[src/design/pmsfp_pkg.sv]
`timescale 1ns / 1ps

package pmsfp_pkg;

    // Field and state widths
    localparam int BYTE_W  = 8;
    localparam int WORD_W  = 16;
    localparam int COUNT_W = 8;

    // Default longest chunk; a chunk is closed at this length
    localparam int MAX_CHUNK_DEFAULT = 200;

    // Payload words sit at byte offsets 10, 12 and 14, big-endian
    localparam int PAYLOAD_OFFSET = 10;
    localparam int WORD_COUNT     = 3;
    localparam int PAYLOAD_END    = PAYLOAD_OFFSET + 2 * WORD_COUNT;

    // Register reset values
    localparam logic [BYTE_W-1:0] HEADER_FIRST_RESET  = 8'h42;
    localparam logic [BYTE_W-1:0] HEADER_SECOND_RESET = 8'h4D;
    localparam logic [BYTE_W-1:0] MIN_LENGTH_RESET    = 8'd10;

    // Configuration register indexes
    typedef enum logic [1:0] {
        CFG_HEADER_FIRST  = 2'd0,
        CFG_HEADER_SECOND = 2'd1,
        CFG_MIN_LENGTH    = 2'd2
    } cfg_idx_t;

    typedef struct packed {
        logic [BYTE_W-1:0] header_first;
        logic [BYTE_W-1:0] header_second;
        logic [BYTE_W-1:0] min_length;
    } cfg_t;

    // Index 0 is PM1.0, 1 is PM2.5, 2 is PM10
    typedef logic [WORD_COUNT-1:0][WORD_W-1:0] words_t;

    typedef struct packed {
        logic   close;
        logic   frame_ok;
        words_t readings;
    } result_t;

endpackage

[src/design/pmsfp_chunk_tracker.sv]
`timescale 1ns / 1ps

module pmsfp_chunk_tracker #(
    parameter int MAX_CHUNK = pmsfp_pkg::MAX_CHUNK_DEFAULT
) (
    input  logic                          aclk,
    input  logic                          aresetn,
    input  logic                          step,
    input  logic [pmsfp_pkg::BYTE_W-1:0]  rx_byte,
    input  logic                          chunk_end,
    input  pmsfp_pkg::cfg_t               cfg,
    output pmsfp_pkg::result_t            res,
    output pmsfp_pkg::words_t             held
);

    logic [pmsfp_pkg::COUNT_W-1:0] byte_count_reg;
    logic [pmsfp_pkg::WORD_W-1:0]  running_sum_reg;
    logic [pmsfp_pkg::BYTE_W-1:0]  last_byte_reg;
    logic                          header_match_reg;
    pmsfp_pkg::words_t             captured_reg;
    pmsfp_pkg::words_t             held_reg;

    logic                          header_match_next;
    pmsfp_pkg::words_t             captured_next;
    pmsfp_pkg::words_t             held_next;
    logic [pmsfp_pkg::COUNT_W:0]   len;
    logic [pmsfp_pkg::COUNT_W-1:0] rel;
    logic [1:0]                    word_sel;
    logic                          in_payload;
    logic [pmsfp_pkg::WORD_W-1:0]  chk;
    logic [pmsfp_pkg::WORD_W-1:0]  final_word;
    logic                          close;
    logic                          frame_ok;

    // Header check: a lone first byte compares the missing second byte as zero
    always_comb begin
        header_match_next = header_match_reg;
        if (byte_count_reg == '0) begin
            header_match_next = (rx_byte == cfg.header_first) && (cfg.header_second == '0);
        end else if (byte_count_reg == pmsfp_pkg::COUNT_W'(1)) begin
            header_match_next = (rx_byte == cfg.header_second)
                                && (last_byte_reg == cfg.header_first);
        end
    end

    // Payload word capture, high byte first
    assign in_payload = (byte_count_reg >= pmsfp_pkg::COUNT_W'(pmsfp_pkg::PAYLOAD_OFFSET))
                     && (byte_count_reg < pmsfp_pkg::COUNT_W'(pmsfp_pkg::PAYLOAD_END));
    assign rel        = byte_count_reg - pmsfp_pkg::COUNT_W'(pmsfp_pkg::PAYLOAD_OFFSET);
    assign word_sel   = rel[2:1];

    always_comb begin
        captured_next = captured_reg;
        if (in_payload) begin
            if (rel[0]) begin
                captured_next[word_sel][pmsfp_pkg::BYTE_W-1:0] = rx_byte;
            end else begin
                captured_next[word_sel][pmsfp_pkg::WORD_W-1:pmsfp_pkg::BYTE_W] = rx_byte;
            end
        end
    end

    // Close check: sum of all but the last two bytes against the final word
    assign len        = {1'b0, byte_count_reg} + (pmsfp_pkg::COUNT_W+1)'(1);
    assign close      = chunk_end || (len >= (pmsfp_pkg::COUNT_W+1)'(MAX_CHUNK));
    assign chk        = running_sum_reg - {{(pmsfp_pkg::WORD_W-pmsfp_pkg::BYTE_W){1'b0}},
                                           last_byte_reg};
    assign final_word = {last_byte_reg, rx_byte};
    assign frame_ok   = (len >= (pmsfp_pkg::COUNT_W+1)'(2))
                     && (len > {1'b0, cfg.min_length})
                     && header_match_next
                     && (chk == final_word);
    assign held_next  = frame_ok ? captured_next : held_reg;

    assign res.close    = close;
    assign res.frame_ok = frame_ok;
    assign res.readings = held_next;
    assign held         = held_reg;

    // Chunk state, cleared when the chunk closes
    always_ff @(posedge aclk) begin
        if (!aresetn) begin
            byte_count_reg   <= '0;
            running_sum_reg  <= '0;
            last_byte_reg    <= '0;
            header_match_reg <= 1'b0;
            captured_reg     <= '0;
            held_reg         <= '0;
        end else if (step) begin
            if (close) begin
                byte_count_reg   <= '0;
                running_sum_reg  <= '0;
                last_byte_reg    <= '0;
                header_match_reg <= 1'b0;
                captured_reg     <= '0;
                held_reg         <= held_next;
            end else begin
                byte_count_reg   <= len[pmsfp_pkg::COUNT_W-1:0];
                running_sum_reg  <= running_sum_reg
                                  + {{(pmsfp_pkg::WORD_W-pmsfp_pkg::BYTE_W){1'b0}}, rx_byte};
                last_byte_reg    <= rx_byte;
                header_match_reg <= header_match_next;
                captured_reg     <= captured_next;
            end
        end
    end

`ifndef ASSERT_OFF
    // Count never reaches the forced close length
    a_count_below_max: assert property (@(posedge aclk) disable iff (!aresetn)
        byte_count_reg < pmsfp_pkg::COUNT_W'(MAX_CHUNK))
        else $error("byte count reached maximum chunk length");

    // A closing byte starts the next chunk from scratch
    a_close_clears: assert property (@(posedge aclk) disable iff (!aresetn)
        step && close |=> byte_count_reg == '0 && running_sum_reg == '0
                          && captured_reg == '0)
        else $error("chunk state not cleared after close");

    // Held readings change only on a passing close
    a_held_only_on_ok: assert property (@(posedge aclk) disable iff (!aresetn)
        !(step && close && frame_ok) |=> $stable(held_reg))
        else $error("held readings changed without a passing chunk");
`endif

endmodule

[src/design/pm_sensor_frame_parser_top.sv]
`timescale 1ns / 1ps

// Particulate-sensor frame parser. Bytes of a received chunk arrive one per
// transfer on the s_ channel, with s_tlast on the chunk's last byte; a chunk that
// reaches MAX_CHUNK bytes is closed on that byte. Each closed chunk yields one
// transfer on the m_ channel carrying the held PM1.0, PM2.5 and PM10 readings and
// a pass flag in m_tuser; the readings are replaced only when the chunk passes the
// length, header and checksum checks. The block takes one byte per clock cycle
// while m_ is not stalled: each byte goes through an input register, compare and
// add logic, and an output register, so the closing byte's result is registered
// in the output register, which drives m_tvalid. Stalls on m_ back up to s_tready.
// Configuration writes apply from the next byte on and should be made while no
// chunk is in progress.
module pm_sensor_frame_parser_top #(
    parameter int MAX_CHUNK = pmsfp_pkg::MAX_CHUNK_DEFAULT
) (
    input  logic                          aclk,
    input  logic                          aresetn,
    // Configuration write port
    input  logic                          cfg_wr_en,
    input  logic [1:0]                    cfg_addr,
    input  logic [pmsfp_pkg::BYTE_W-1:0]  cfg_wdata,
    // Received bytes
    input  logic                          s_tvalid,
    output logic                          s_tready,
    input  logic [7:0]                    s_tdata,   // [7:0] rx_byte
    input  logic                          s_tlast,   // chunk_end
    // Results
    output logic                          m_tvalid,
    input  logic                          m_tready,
    output logic [47:0]                   m_tdata,   // [15:0] pm1, [31:16] pm25, [47:32] pm10
    output logic                          m_tuser    // frame_ok
);

    pmsfp_pkg::cfg_t     cfg_reg;
    logic                in_valid_reg;
    logic [7:0]          in_byte_reg;
    logic                in_last_reg;
    logic                out_valid_reg;
    logic                out_valid_next;
    logic                out_ok_reg;
    pmsfp_pkg::words_t   out_words_reg;
    logic                advance;
    pmsfp_pkg::result_t  res;
    pmsfp_pkg::words_t   held;

    // Configuration registers
    always_ff @(posedge aclk) begin
        if (!aresetn) begin
            cfg_reg.header_first  <= pmsfp_pkg::HEADER_FIRST_RESET;
            cfg_reg.header_second <= pmsfp_pkg::HEADER_SECOND_RESET;
            cfg_reg.min_length    <= pmsfp_pkg::MIN_LENGTH_RESET;
        end else if (cfg_wr_en) begin
            unique case (cfg_addr)
                pmsfp_pkg::CFG_HEADER_FIRST:  cfg_reg.header_first  <= cfg_wdata;
                pmsfp_pkg::CFG_HEADER_SECOND: cfg_reg.header_second <= cfg_wdata;
                pmsfp_pkg::CFG_MIN_LENGTH:    cfg_reg.min_length    <= cfg_wdata;
                default: ;
            endcase
        end
    end

    // Stage advances when the output register is free or draining
    assign advance  = in_valid_reg && (!out_valid_reg || m_tready);
    assign s_tready = !in_valid_reg || advance;

    // Input register
    always_ff @(posedge aclk) begin
        if (!aresetn) begin
            in_valid_reg <= 1'b0;
        end else if (s_tready) begin
            in_valid_reg <= s_tvalid;
        end
    end

    always_ff @(posedge aclk) begin
        if (s_tvalid && s_tready) begin
            in_byte_reg <= s_tdata;
            in_last_reg <= s_tlast;
        end
    end

    pmsfp_chunk_tracker #(
        .MAX_CHUNK (MAX_CHUNK)
    ) u_tracker (
        .aclk      (aclk),
        .aresetn   (aresetn),
        .step      (advance),
        .rx_byte   (in_byte_reg),
        .chunk_end (in_last_reg),
        .cfg       (cfg_reg),
        .res       (res),
        .held      (held)
    );

    // Output register
    always_comb begin
        out_valid_next = out_valid_reg;
        if (!out_valid_reg || m_tready) begin
            out_valid_next = advance && res.close;
        end
    end

    always_ff @(posedge aclk) begin
        if (!aresetn) begin
            out_valid_reg <= 1'b0;
        end else begin
            out_valid_reg <= out_valid_next;
        end
    end

    always_ff @(posedge aclk) begin
        if (advance && res.close) begin
            out_ok_reg    <= res.frame_ok;
            out_words_reg <= res.readings;
        end
    end

    assign m_tvalid = out_valid_reg;
    assign m_tuser  = out_ok_reg;
    assign m_tdata  = {out_words_reg[2], out_words_reg[1], out_words_reg[0]};

`ifndef ASSERT_OFF
    // No byte is consumed while a result waits on a stalled sink
    a_no_advance_on_stall: assert property (@(posedge aclk) disable iff (!aresetn)
        out_valid_reg && !m_tready |-> !advance)
        else $error("byte consumed while result stalled");

    // Every closing byte produces a result
    a_close_gives_result: assert property (@(posedge aclk) disable iff (!aresetn)
        advance && res.close |=> out_valid_reg)
        else $error("closed chunk produced no result");

    // A pending result always shows the currently held readings
    a_result_matches_held: assert property (@(posedge aclk) disable iff (!aresetn)
        out_valid_reg |-> out_words_reg == held)
        else $error("result readings differ from held readings");
`endif

endmodule
[config.mk]
export PLATFORM = sky130hd
export DESIGN_NAME = pm_sensor_frame_parser_top
export DESIGN_NICKNAME = d
export VERILOG_FILES = /design/src/design/pmsfp_pkg.sv /design/src/design/pmsfp_chunk_tracker.sv /design/src/design/pm_sensor_frame_parser_top.sv
export SDC_FILE = /design/constraint.sdc
export NUM_CORES = 1
export LEC_CHECK = 0
export ABC_AREA = 1
export BUFFER_PORTS_ARGS = -buffer_cell sky130_fd_sc_hd__buf_2
export CAP_MARGIN = 20
export CORE_AREA = 2 2 171 173
export CTS_BUF_LIST = sky130_fd_sc_hd__clkbuf_8
export CTS_CLUSTER_DIAMETER = 40
export DETAILED_ROUTE_END_ITERATION = 8
export DIE_AREA = 0 0 173 175
export PLACE_DENSITY = 0.67
export SYNTH_ARGS = -nofsm -noshare
export SYNTH_HDL_FRONTEND = slang
export SYNTH_SLANG_ARGS = --single-unit
[constraint.sdc]
create_clock -name aclk -period 3.96 [get_ports aclk]
set_input_delay 0.792 -clock aclk [delete_from_list [all_inputs] [get_ports aclk]]
set_output_delay 0.792 -clock aclk [all_outputs]
set_load 0.02 [all_outputs]
Word-level counts from Yosys, hierarchy flattened
Index checks and enable logic that the tools add are counted.
{"block": "classes", "n_reduce_logical": 22, "add_sub_neg": 4, "n_mul": 0, "n_mux": 16, "n_shift": 0, "div_mod_pow": 0, "magnitude_cmp": 7, "bitwise": 0, "n_eq_ne": 7}
{"operator": "$mux 48", "count": 4}
{"operator": "$bwmux 48", "count": 2}
{"operator": "$demux 16 s2", "count": 2}
{"operator": "$mux 16", "count": 2}
{"operator": "$eq 8x8->1", "count": 3}
{"operator": "$mux 8", "count": 3}
{"operator": "$add 16x8->16", "count": 1}
{"operator": "$eq 16x16->1", "count": 1}
{"operator": "$logic_not 8->1", "count": 2}
{"operator": "$sub 16x8->16", "count": 1}
{"operator": "$logic_and 1x1->1", "count": 10}
{"operator": "$add 8x1->9 const B", "count": 1}
{"operator": "$ge 9x2->1 const B", "count": 1}
{"operator": "$ge 9x8->1 const B", "count": 1}
{"operator": "$gt 9x8->1", "count": 1}
{"operator": "$eq 8x1->1 const B", "count": 1}
{"operator": "$ge 8x4->1 const B", "count": 1}
{"operator": "$lt 8x5->1 const B", "count": 1}
{"operator": "$reduce_and 2->1", "count": 4}
{"operator": "$logic_or 1x1->1", "count": 3}
{"operator": "$lt 2x3->1 const B", "count": 1}
{"operator": "$mux 1", "count": 3}
{"operator": "$sub 3x2->3 const B", "count": 1}
{"operator": "$eq 2x1->1 const B", "count": 1}
{"operator": "4 further kinds", "count": 5}
{"block": "word_totals", "latchBits": 0, "ramBits": 0, "elab_cells": 77, "output_inout_bits": 51, "mem_count": 0, "register_bits": 213, "rom_bits": 0}

Depth between registers and ports, before layout
Gate-level depths: netlist of the first run.
{"block": "depth", "word_depth": 9, "mapped_depth": 22, "depth_no_buf": 20}

Modules after synthesis
A second synthesis of the first run with hierarchy kept.
{"block": "hier_totals", "hier_cells": 1621, "area_unflattened_um2": 11229.5}
{"module": "pmsfp_chunk_tracker", "cells_each": 1406, "area_each_um2": 8391.8, "instances": 1}
{"module": "pm_sensor_frame_parser_top", "cells_each": 215, "area_each_um2": 2837.7, "instances": 1}

Worst setup path after synthesis of the first run
OpenSTA, ideal clock, no wires.
{"block": "synth_timing", "path_kind": "register to register", "start": "reg u_tracker.byte_count_reg[0] (netlist name)", "end": "reg out_words_reg, in the netlist m_tdata[0], enable pin", "n_path_buf": 0, "arrival_time_ns": 2.501, "synth_period_minus_slack_ns": 2.905, "setup_slack_ns": 1.055, "path_stages_with_launch": 10, "path_cell_list": "dfxtp_1 -> ha_1 -> inv_1 -> nor2_1 -> nand2_1 -> nand2_1 -> nand2_1 -> o31ai_1 -> nand2_1 -> inv_1"}
{"block": "synth_between", "elab_chain_len": 4}
{"element": "from (decl)", "line": "pmsfp_chunk_tracker.sv:16", "source": "logic [pmsfp_pkg::COUNT_W-1:0] byte_count_reg;"}
{"element": "from (signal assigned)", "line": "pmsfp_chunk_tracker.sv:98", "source": "byte_count_reg <= len[pmsfp_pkg::COUNT_W-1:0];"}
{"element": "$add 8x1->9", "line": "pmsfp_chunk_tracker.sv:64", "source": "assign len = {1'b0, byte_count_reg} + (pmsfp_pkg::COUNT_W+1)'(1);"}
{"element": "$ge 9x8->1", "line": "pmsfp_chunk_tracker.sv:65", "source": "assign close = chunk_end || (len >= (pmsfp_pkg::COUNT_W+1)'(MAX_CHUNK));"}
{"element": "$logic_or 1x1->1", "line": "pmsfp_chunk_tracker.sv:65"}
{"element": "$logic_and 1x1->1", "line": "pm_sensor_frame_parser_top.sv:113", "source": "if (advance && res.close) begin"}
{"element": "to (signal assigned)", "line": "pm_sensor_frame_parser_top.sv:115", "source": "out_words_reg <= res.readings;"}
{"element": "to (decl)", "line": "pm_sensor_frame_parser_top.sv:42", "source": "pmsfp_pkg::words_t out_words_reg;"}
Every way passes these cells.
A chain may end at the register's enable or synchronous reset.

==> results of run 1 <==
layout by cell type, fill, tap and decap left out, types with 3 or more instances in the layout:
cell / instances
sky130_fd_sc_hd__a21oi_1: 108
sky130_fd_sc_hd__a2bb2oi_1: 31
sky130_fd_sc_hd__and2_1: 49
sky130_fd_sc_hd__buf_12: 4
sky130_fd_sc_hd__buf_2: 74
sky130_fd_sc_hd__buf_4: 11
sky130_fd_sc_hd__clkbuf_8: 51
sky130_fd_sc_hd__clkinv_1: 3
sky130_fd_sc_hd__clkinv_2: 5
sky130_fd_sc_hd__clkinv_4: 4
sky130_fd_sc_hd__dfxtp_1: 155
sky130_fd_sc_hd__edfxtp_1: 58
sky130_fd_sc_hd__ha_1: 27
sky130_fd_sc_hd__inv_1: 189
sky130_fd_sc_hd__inv_2: 9
sky130_fd_sc_hd__nand2_1: 456
sky130_fd_sc_hd__nand2_2: 3
sky130_fd_sc_hd__nand3_1: 134
sky130_fd_sc_hd__nand3_2: 23
sky130_fd_sc_hd__nand4_1: 18
sky130_fd_sc_hd__nor2_1: 136
sky130_fd_sc_hd__nor2_4: 3
sky130_fd_sc_hd__nor3_1: 10
sky130_fd_sc_hd__o211ai_1: 8
sky130_fd_sc_hd__o21ai_0: 41
sky130_fd_sc_hd__xnor2_1: 10
sky130_fd_sc_hd__xor2_1: 9
cells in the mapped netlist, types with 8 or more instances:
master / instances / share of area [%]
sky130_fd_sc_hd__inv_2: 8 / 0.27
sky130_fd_sc_hd__and2_1: 49 / 2.7
sky130_fd_sc_hd__inv_1: 179 / 6.0
sky130_fd_sc_hd__o211ai_1: 8 / 0.53
sky130_fd_sc_hd__xnor2_1: 10 / 0.78
sky130_fd_sc_hd__a2bb2oi_1: 31 / 2.4
sky130_fd_sc_hd__ha_1: 27 / 3.0
sky130_fd_sc_hd__nor3_1: 10 / 0.44
sky130_fd_sc_hd__nor2_1: 136 / 4.5
sky130_fd_sc_hd__xor2_1: 9 / 0.70
sky130_fd_sc_hd__dfxtp_1: 155 / 28
sky130_fd_sc_hd__o21ai_0: 41 / 1.8
sky130_fd_sc_hd__nand3_2: 23 / 2.0
sky130_fd_sc_hd__nand4_1: 18 / 1.0
sky130_fd_sc_hd__a21oi_1: 108 / 4.8
sky130_fd_sc_hd__edfxtp_1: 58 / 15
sky130_fd_sc_hd__nand3_1: 134 / 6.0
sky130_fd_sc_hd__buf_2: 13 / 0.58
sky130_fd_sc_hd__clkbuf_1: 32 / 1.1
sky130_fd_sc_hd__nand2_1: 457 / 15
report_power, final:
part	switching, mW	internal, mW
clock network	1.02	1.33
logic	0.388	0.172
registers	0.0421	2.28
logic make-up (layout without fill, tap and decap cells):
family	after synthesis	count (layout)	share of synthesized area, %
simple gates	842	842	32.92
fa+ha+maj	29	29	3.355
buf+inv	247	356	9.121
compound gates	196	196	10.11
xor+xnor	19	19	1.478
flops	213	213	43.02
metrics by stage:
step	power (mW)	std cells	hold slack, ns	area (sq um)	worst slack, ns
5_1_grt	5.450	2039	0.3802	12870	0.5385
3_5_place_dp	2.915	1959	0.4390	11960	0.7621
4_1_cts	5.272	2039	0.3808	12870	0.7629
2_1_floorplan	2.743	1546	0.4261	11260	1.055
3_3_place_gp	2.913	1959	0.4352	11960	0.8158
6_report	5.226	2039	0.3991	12870	0.6709
routing by layer:
metal  share of wire, %  routed length [um]
met5                  0                   0
met1                 46               14150
met2                 45               13590
met3                6.0                1833
met4                3.1                 949
final cells by class:
type,instances,share of cell area (%)
Clock buffer,51,5.454
Clock inverter,29,1.633
Inverter,187,5.454
Multi-Input combinational cell,1086,41.94
Sequential cell,213,37.64
Tap cell,384,3.733
Timing Repair Buffer,89,4.142
worst max-delay path: cells and delay by family, from the launching register on:
kind | cells | cell delay [ns]
xor+xnor | 1 | 0.18
fa+ha+maj | 2 | 0.68
buf+inv | 3 | 0.44
flops | 1 | 0.38
simple gates | 9 | 1.33
worst paths after layout:
kind                                   start                 to  slack [ns]
setup / recovery  u_tracker.last_byte_reg[0]        m_tdata[27]        0.67
hold / removal                    s_tdata[3]     in_byte_reg[3]        0.40
setup reg to reg  u_tracker.last_byte_reg[0]        m_tdata[27]        0.67
hold reg to reg            u_tracker.held[0]  u_tracker.held[0]        0.45
==> impl_metrics.tcl, run 1 <==
set metrics [dict create \
    result_of_the_run "finished clean" \
    layout-drive-gt1-share_pct 11.96 \
    met1_usage_grt_pct 26.79 \
    critical-path-max-stage-delay_ns 0.42 \
    num_clock_sinks 213 \
    gr-max-usage-layer "met2" \
    vias 10200 \
    ys_seq_elements 213 \
    synth_nets 1599 \
    max_clock_freq_ghz 0.3040 \
    cts.clk_slew.worst_paths_ns 0.06 \
    multi_input_comb_area_sq_um 5398 \
    num-fill-cells 2886 \
    first_global_vias 9748 \
    post-cts-setup-buffer-count 0 \
    detail_route.wirelength_um 30530 \
    postSynth.asyncResetShare_pct 0 \
    critical_path_required_ns 4.28 \
    hold_viol_final 0 \
    antenna_left 0 \
    setup_viol 0 \
    grt.overflow.total 0 \
    total_leakage_power_nw 5.682 \
    detail_route.iter0.violations 845 \
    max-clock-path-buffers 3 \
    n_antenna_cell 0 \
    grt_use_met2_pct 32.90 \
    clock_tree.htree_level_count 2 \
    cts.root.buffer_cell "sky130_fd_sc_hd__clkbuf_8" \
    first_pass_grt_wire_length_um 49790 \
    hold_bufs_at_cts 0 \
    tritoncts_clock_tree "built" \
    hpwl_um 20430 \
    routed_wire_length_per_instance_um 14.97 \
    grt_setup_unrepaired "false" \
    floorplan.die_area_sq_um 30280 \
    placementRows 62 \
    timing.critical_path.cells "ha_1 -> fa_1 -> inv_1 -> nand3_1 -> nand2_1 -> xor2_1 -> inv_1 -> nor2_1 -> nand3_1 -> nor2_1 -> nand3_2 -> nor2_4 -> buf_12 -> nand3_1 -> and2_1" \
    arrival_ns 3.61 \
    initial_core_util_pct 39.67 \
    hold_class "in -> reg" \
    die_height_um 175 \
    detailedRoute.firstPassIterationCount 5 \
    crit_type "reg -> reg" \
    io_pins 75 \
    number_of_antenna_violations_at_the_first_check_in_global_routing 0 \
    io_buffers 74 \
    rr_worst_depth 15 \
    design.final.nets 1673 \
    hold_path_depth 1 \
    finalWeightedCongestion 0.9559 \
    avgSynthCellArea_sq_um 7.285 \
    synth_seq_area_share_pct 43.02 \
    register_area_sq_um 4845 \
    synth_cell_type_count 40 \
    drc_viols 0 \
    slew_margin_rel_pct 40.10 \
    power_density_nw_per_um2 406.0 \
    crit_path_frequent_cell "sky130_fd_sc_hd__nand3_1" \
    worstSkewPairLatency_ns 0.57 \
    final_period_minus_worst_setup_slack_ns 3.289 \
    timing.final.crit_share_pct 83.06 \
    mappedNetlistArea_sq_um 11260 \
    fin_tns_setup_ns 0 \
    core_area_sq_um 28390 \
    postCtsResizedCells 0 \
    slew_of_the_pin_with_the_lowest_slew_margin_ns 0.8986 \
    cts_inserted_buffers 43 \
    met3_usage_pct 3.590 \
    maxSlewViolCount 0 \
    critical_path.max_fanout 48 \
    startpoint_type "flip-flop" \
    flow.area_growth_from_synthesis_pct 14.28 \
    synth_flop_cell "sky130_fd_sc_hd__dfxtp_1" \
    maxCapViolCount 0 \
    drt-vias-per-instance 5.002 \
    die_width_um 173 \
    timing.critical_path.slowest_stage_cell "sky130_fd_sc_hd__fa_1" \
    netlist_instances 1546 \
    grt_max_degree 76 \
    yosysWarningCount 0 \
    utilization_pct 45.33 \
    timing.clock.skew_ns 0.01936 \
    crit_path_end_kind "flip-flop" \
    track_usage_pct 20.24 \
    vdd_ir_drop_max_mv 0.2217 \
    synth_edf_count 58 \
]
Power figures use the tool's default switching activity.
==> run 2, diff against run 1 <==
--- a/config.mk
+++ b/config.mk
@@ -13,7 +13,7 @@
 export CTS_CLUSTER_DIAMETER = 40
 export DETAILED_ROUTE_END_ITERATION = 8
 export DIE_AREA = 0 0 173 175
-export PLACE_DENSITY = 0.67
+export PLACE_DENSITY = 0.69
 export SYNTH_ARGS = -nofsm -noshare
 export SYNTH_HDL_FRONTEND = slang
 export SYNTH_SLANG_ARGS = --single-unit
==> constraint.sdc (replaced) <==
create_clock -name aclk -period 2.75 [get_ports aclk]
set_input_delay 0.55 -clock aclk [delete_from_list [all_inputs] [get_ports aclk]]
set_output_delay 0.55 -clock aclk [all_outputs]
set_load 0.02 [all_outputs]
==> impl_metrics.tcl, run 2 (synthesized netlist as in run 1, its figures left out) <==
set metrics [dict create \
    routed_wire_length_per_instance_um 15.50 \
    arrival_ns 3.15 \
    timing.final.crit_share_pct 103.9 \
    initial_core_util_pct 39.67 \
    worstSkewPairLatency_ns 0.54 \
    power.net_switching_mw 2.044 \
    slew_margin_rel_pct 40.14 \
    vias 10750 \
    internal_reg_to_reg_setup_slack_ns -0.11 \
    first_global_vias 10270 \
    most-common-layout-cells "sky130_fd_sc_hd__nand2_1, sky130_fd_sc_hd__inv_1, sky130_fd_sc_hd__dfxtp_1, sky130_fd_sc_hd__nor2_1, sky130_fd_sc_hd__a21oi_1" \
    track_usage_pct 20.35 \
    finalWeightedCongestion 0.9506 \
    detail_route.iter0.violations 841 \
    placementRows 62 \
    total_leakage_power_nw 6.246 \
    clock_power_share_pct 43.6 \
    grt.overflow.total 0 \
    hold_viol_final 0 \
    tritoncts_clock_tree "built" \
    intPower_mw 5.474 \
    cts_inserted_buffers 42 \
    hold_path_depth 1 \
    final_period_minus_worst_setup_slack_ns 2.857 \
    max_clock_freq_ghz 0.3500 \
    worst_r2r_startpoint "u_tracker.last_byte_reg[3]" \
    slew_of_the_pin_with_the_lowest_slew_margin_ns 0.8979 \
    die_width_um 173 \
    timing.hold.worst.start "s_tdata[5]" \
    multi_input_comb_area_sq_um 6146 \
    crit_path_end_kind "flip-flop" \
    hold_class "in -> reg" \
    final_design_area_no_fill_sq_um 14590 \
    seqPwrFrac_pct 44.3 \
    critical_path.max_fanout 4 \
    clock_tree.htree_level_count 2 \
    number_of_antenna_violations_at_the_first_check_in_global_routing 0 \
    register_area_sq_um 4850 \
    cts.root.buffer_cell "sky130_fd_sc_hd__clkbuf_8" \
    maxCapViolCount 0 \
    flow.area_growth_from_synthesis_pct 29.52 \
    drt-vias-per-instance 5.075 \
    cts.clk_slew.worst_paths_ns 0.06 \
    design.final.nets 1754 \
    grt_max_degree 75 \
    detailedRoute.firstPassIterationCount 5 \
    violated_checks "setup timing" \
    num_clock_sinks 213 \
    startpoint_type "flip-flop" \
    maxSlewViolCount 0 \
    hold_path_end "in_byte_reg[5]" \
    rr_worst_depth 15 \
    detail_route.wirelength_um 32840 \
    first_pass_grt_wire_length_um 50520 \
    max-clock-path-buffers 3 \
    core_area_sq_um 28390 \
    setup_viol 54 \
    drc_viols 0 \
    n_antenna_cell 0 \
    io_buffers 74 \
    netSwitchingFraction_pct 27.19 \
    power_density_nw_per_um2 515.4 \
    utilization_pct 51.37 \
    layout-drive-gt1-share_pct 22.95 \
    critical_path_required_ns 3.05 \
    hpwl_um 20700 \
    vdd_ir_drop_max_mv 0.3251 \
    result_of_the_run "complete, but fails checks" \
    num-fill-cells 2670 \
    comb_power_share_pct 12.1 \
    timing.clock.skew_ns 0.03015 \
    crit_type "reg -> reg" \
    grt_setup_unrepaired "true" \
    antenna_left 0 \
    io_pins 75 \
    layout_commonest_cell "sky130_fd_sc_hd__nand2_1" \
    die_height_um 175 \
    floorplan.die_area_sq_um 30280 \
    finalWorstSetupSlack_ns -0.1068 \
    regToRegEndpoint "m_tdata[9]" \
    detailed_place.area_sq_um 12490 \
]
==> run 2: cell type report <==
cell class | count | share of cell area [%]
Clock inverter | 30 | 1.553
Inverter | 187 | 4.838
Sequential cell | 213 | 33.25
Multi-Input combinational cell | 1086 | 42.13
Tap cell | 384 | 3.294
Clock buffer | 47 | 4.435
Timing Repair Buffer | 171 | 10.50
==> run 2: worst max-delay path: stages (launching register included) <==
cell and delay, ns:
sky130_fd_sc_hd__dfxtp_1 0.32, sky130_fd_sc_hd__inv_1 0.07, sky130_fd_sc_hd__ha_1 0.35, sky130_fd_sc_hd__nand2_1 0.12
sky130_fd_sc_hd__nor2_1 0.19, sky130_fd_sc_hd__nand2_1 0.09, sky130_fd_sc_hd__nand2_1 0.11, sky130_fd_sc_hd__xor2_1 0.27
sky130_fd_sc_hd__nand2_1 0.11, sky130_fd_sc_hd__nor2_2 0.13, sky130_fd_sc_hd__nand3_2 0.10, sky130_fd_sc_hd__nor2_4 0.18
sky130_fd_sc_hd__buf_8 0.17, sky130_fd_sc_hd__clkbuf_16 0.17, sky130_fd_sc_hd__nand3_4 0.07, sky130_fd_sc_hd__and2_1 0.16
==> run 2: worst max-delay path by stage <==
stage                                 startpoint     endpoint  slack [ns]  cells after the start
finish                u_tracker.last_byte_reg[3]   m_tdata[9]       -0.11                     15
floorplan            u_tracker.byte_count_reg[0]  m_tdata[38]        0.03                     17
detailed placement  u_tracker.running_sum_reg[0]  m_tdata[32]       -0.23                     16
global route          u_tracker.last_byte_reg[3]   m_tdata[9]       -0.28                     15
CTS                 u_tracker.running_sum_reg[0]  m_tdata[13]       -0.10                     16
global placement    u_tracker.running_sum_reg[0]  m_tdata[19]       -0.12                     16
==> run 2: per-stage QoR <==
stage | total power [mW] | setup WS [ns] | std cells | hold WS (ns) | setup TNS (ns)
5_1_grt | 7.847 | -0.2763 | 2118 | 0.1662 | -17.90
3_3_place_gp | 4.243 | -0.1167 | 2018 | 0.4355 | -4.747
2_1_floorplan | 3.950 | 0.02716 | 1546 | 0.4261 | 0
6_report | 7.517 | -0.1068 | 2118 | 0.1944 | -3.678
4_1_cts | 7.553 | -0.1010 | 2105 | 0.1573 | -3.603
3_5_place_dp | 4.251 | -0.2251 | 2018 | 0.4394 | -8.841
==> run 2: layer usage <==
metal  GRT usage [%]  vias to the layer above  share of wire (%)
met1           25.75                     5022                 45
met5               0                        -                  0
met4           10.49                        0                4.2
met3           3.003                       91                5.1
li1                -                     5326                  -
met2           33.82                      310                 46
==> run 2: repair_timing <==
action                                  in CTS  in global routing
resized for setup                           51                126
hold buffers                                 0                  0
endpoints found under the setup margin      82                101
setup buffers                                7                  4
pin swaps                                   30                 38
gates cloned                                 4                  9
==> run 2: power by group through the flow <==
stage / Sequential, mW / Combinational [mW] / Clock, mW
2_1_floorplan: 3.41 / 0.536 / 0
3_3_place_gp: 3.39 / 0.849 / 0
3_5_place_dp: 3.39 / 0.859 / 0
4_1_cts: 3.33 / 0.869 / 3.36
5_1_grt: 3.33 / 1.02 / 3.49
6_report: 3.33 / 0.913 / 3.27
==> run 3, diff against run 2 <==
--- a/config.mk
+++ b/config.mk
@@ -13,7 +13,7 @@
 export CTS_CLUSTER_DIAMETER = 40
 export DETAILED_ROUTE_END_ITERATION = 8
 export DIE_AREA = 0 0 173 175
-export PLACE_DENSITY = 0.69
+export PLACE_DENSITY = 0.67
 export SYNTH_ARGS = -nofsm -noshare
 export SYNTH_HDL_FRONTEND = slang
 export SYNTH_SLANG_ARGS = --single-unit
==> impl_metrics.tcl, run 3 (synthesized netlist as in run 1, its figures left out) <==
set metrics [dict create \
    grt_setup_unrepaired "true" \
    clock_tree.htree_level_count 2 \
    track_usage_pct 21.05 \
    crit_path_end_kind "flip-flop" \
    num-fill-cells 2671 \
    timing.final.crit_share_pct 104.5 \
    hpwl_um 21390 \
    design.final.nets 1768 \
    io_pins 75 \
    finalPower_mw 7.492 \
    detail_route.iter0.violations 933 \
    die_width_um 173 \
    final_design_area_no_fill_sq_um 14220 \
    cts.clk_slew.worst_paths_ns 0.06 \
    hold_class "in -> reg" \
    power.net_switching_mw 2.058 \
    vias 10670 \
    total_leakage_power_nw 6.263 \
    tritoncts_clock_tree "built" \
    timing.clock.skew_ns 0.02168 \
    result_of_the_run "complete, but fails checks" \
    antenna_left 0 \
    slew_of_the_pin_with_the_lowest_slew_margin_ns 0.4818 \
    number_of_antenna_violations_at_the_first_check_in_global_routing 0 \
    worstSkewPairLatency_ns 0.56 \
    crit_type "reg -> reg" \
    grt.overflow.total 0 \
    arrival_ns 3.19 \
    first_global_vias 10210 \
    die_height_um 175 \
    cts_inserted_buffers 41 \
    hold_viol_final 0 \
    first_pass_grt_wire_length_um 51600 \
    vdd_ir_drop_max_mv 0.3150 \
    comb_power_share_pct 12.8 \
    clock_power_share_pct 42.8 \
    regToRegEndpoint "m_tdata[15]" \
    power_density_nw_per_um2 526.7 \
    setup_viol 57 \
    layout_commonest_cell "sky130_fd_sc_hd__nand2_1" \
    timing.hold.worst.start "s_tdata[6]" \
    finalWorstSetupSlack_ns -0.1246 \
    netSwitchingFraction_pct 27.47 \
    internal_reg_to_reg_setup_slack_ns -0.12 \
    layout-drive-gt1-share_pct 20.84 \
    rr_worst_depth 18 \
    detailedRoute.firstPassIterationCount 5 \
    startpoint_type "flip-flop" \
    placementRows 62 \
    hold_path_end "in_byte_reg[6]" \
    maxCapViolCount 0 \
    grt_max_degree 42 \
    violated_checks "setup timing" \
    io_buffers 74 \
    worst_r2r_startpoint "u_tracker.running_sum_reg[0]" \
    final_period_minus_worst_setup_slack_ns 2.875 \
    cts.root.buffer_cell "sky130_fd_sc_hd__clkbuf_8" \
    core_area_sq_um 28390 \
    drc_viols 0 \
    hold_path_depth 1 \
    max_clock_freq_ghz 0.3479 \
    seqPwrFrac_pct 44.4 \
    flow.area_growth_from_synthesis_pct 26.30 \
    detailed_place.area_sq_um 12650 \
    maxSlewViolCount 0 \
    detail_route.wirelength_um 32620 \
    utilization_pct 50.10 \
    finalWeightedCongestion 0.9150 \
    num_clock_sinks 213 \
    slew_margin_rel_pct 67.88 \
    initial_core_util_pct 39.67 \
    intPower_mw 5.434 \
    critical_path_required_ns 3.06 \
    floorplan.die_area_sq_um 30280 \
    max-clock-path-buffers 3 \
    critical_path.max_fanout 6 \
    drt-vias-per-instance 5.005 \
    routed_wire_length_per_instance_um 15.31 \
    n_antenna_cell 0 \
    most-common-layout-cells "sky130_fd_sc_hd__nand2_1, sky130_fd_sc_hd__inv_1, sky130_fd_sc_hd__dfxtp_1, sky130_fd_sc_hd__nor2_1, sky130_fd_sc_hd__a21oi_1" \
]
==> run 3: area by class of cell <==
| type | instances | area (sq um) | share of cell area [%] |
|---|---|---|---|
| multi-input cells | 1086 | 5787 | 40.68 |
| flip-flops and latches | 213 | 4852 | 34.11 |
| repair buffers | 186 | 1540 | 10.83 |
| clock buffers | 55 | 757.0 | 5.322 |
| inverters | 187 | 705.7 | 4.961 |
| well taps | 384 | 480.5 | 3.378 |
| clock inverters | 20 | 101.3 | 0.7125 |
==> run 3: worst max path at each step <==
stage,depth (start not counted),slack (ns),end,start
4_1_cts,18,-0.08,m_tdata[47],u_tracker.running_sum_reg[0]
5_1_grt,19,-0.26,m_tdata[0],u_tracker.running_sum_reg[0]
3_5_place_dp,16,-0.20,m_tdata[19],u_tracker.running_sum_reg[0]
6_report,18,-0.12,m_tdata[15],u_tracker.running_sum_reg[0]
3_3_place_gp,16,-0.19,m_tdata[19],u_tracker.running_sum_reg[0]
2_1_floorplan,17,0.03,m_tdata[38],u_tracker.byte_count_reg[0]
==> run 3: layer usage <==
layer  vias up  share of wire (%)  GRT usage, %
li1       5342                  -             -
met2       304                 46         34.98
met5         -                  0             0
met1      4956                 46         27.81
met4         0                2.9         7.592
met3        64                5.6         3.242
==> run 3: critical path, stage by stage (launching register included) <==
cell and delay, ns:
sky130_fd_sc_hd__dfxtp_2 0.33, sky130_fd_sc_hd__inv_2 0.04, sky130_fd_sc_hd__ha_4 0.15, sky130_fd_sc_hd__fa_2 0.36, sky130_fd_sc_hd__or2_1 0.26, sky130_fd_sc_hd__nand3_1 0.08, sky130_fd_sc_hd__nand2_1 0.06, sky130_fd_sc_hd__nor2_1 0.08
sky130_fd_sc_hd__nand2_1 0.09, sky130_fd_sc_hd__nor2_4 0.11, sky130_fd_sc_hd__nand3_2 0.09, sky130_fd_sc_hd__nor2_2 0.10, sky130_fd_sc_hd__nand3_2 0.11, sky130_fd_sc_hd__nor2_4 0.14, sky130_fd_sc_hd__buf_12 0.14, sky130_fd_sc_hd__buf_12 0.12
sky130_fd_sc_hd__buf_16 0.13, sky130_fd_sc_hd__nand3_4 0.06, sky130_fd_sc_hd__and2_4 0.17
==> run 3: power by group through the flow <==
stage	logic, mW	registers [mW]	clock network, mW
after detailed placement	0.899	3.39	0
final	0.960	3.33	3.20
after floorplan	0.536	3.41	0
after CTS	0.920	3.33	3.27
after global routing	1.06	3.33	3.42
after global placement	0.895	3.39	0
==> run 3: what timing repair did <==
action	4_1_cts	5_1_grt
buffers inserted	11	2
pin swaps	28	12
resized for setup	31	68
gates cloned	3	5
endpoints found under the setup margin	80	100
hold buffers	0	0
==> run 3: metrics by stage <==
stage,hold WS [ns],TNS (ns),setup slack (ns),instances
floorplan,0.4261,0,0.02716,1546
global placement,0.4353,-7.683,-0.1867,2037
detailed placement,0.4391,-9.316,-0.2030,2037
CTS,0.1496,-2.346,-0.08452,2124
global route,0.1522,-15.30,-0.2582,2131
finish,0.1733,-3.182,-0.1246,2131
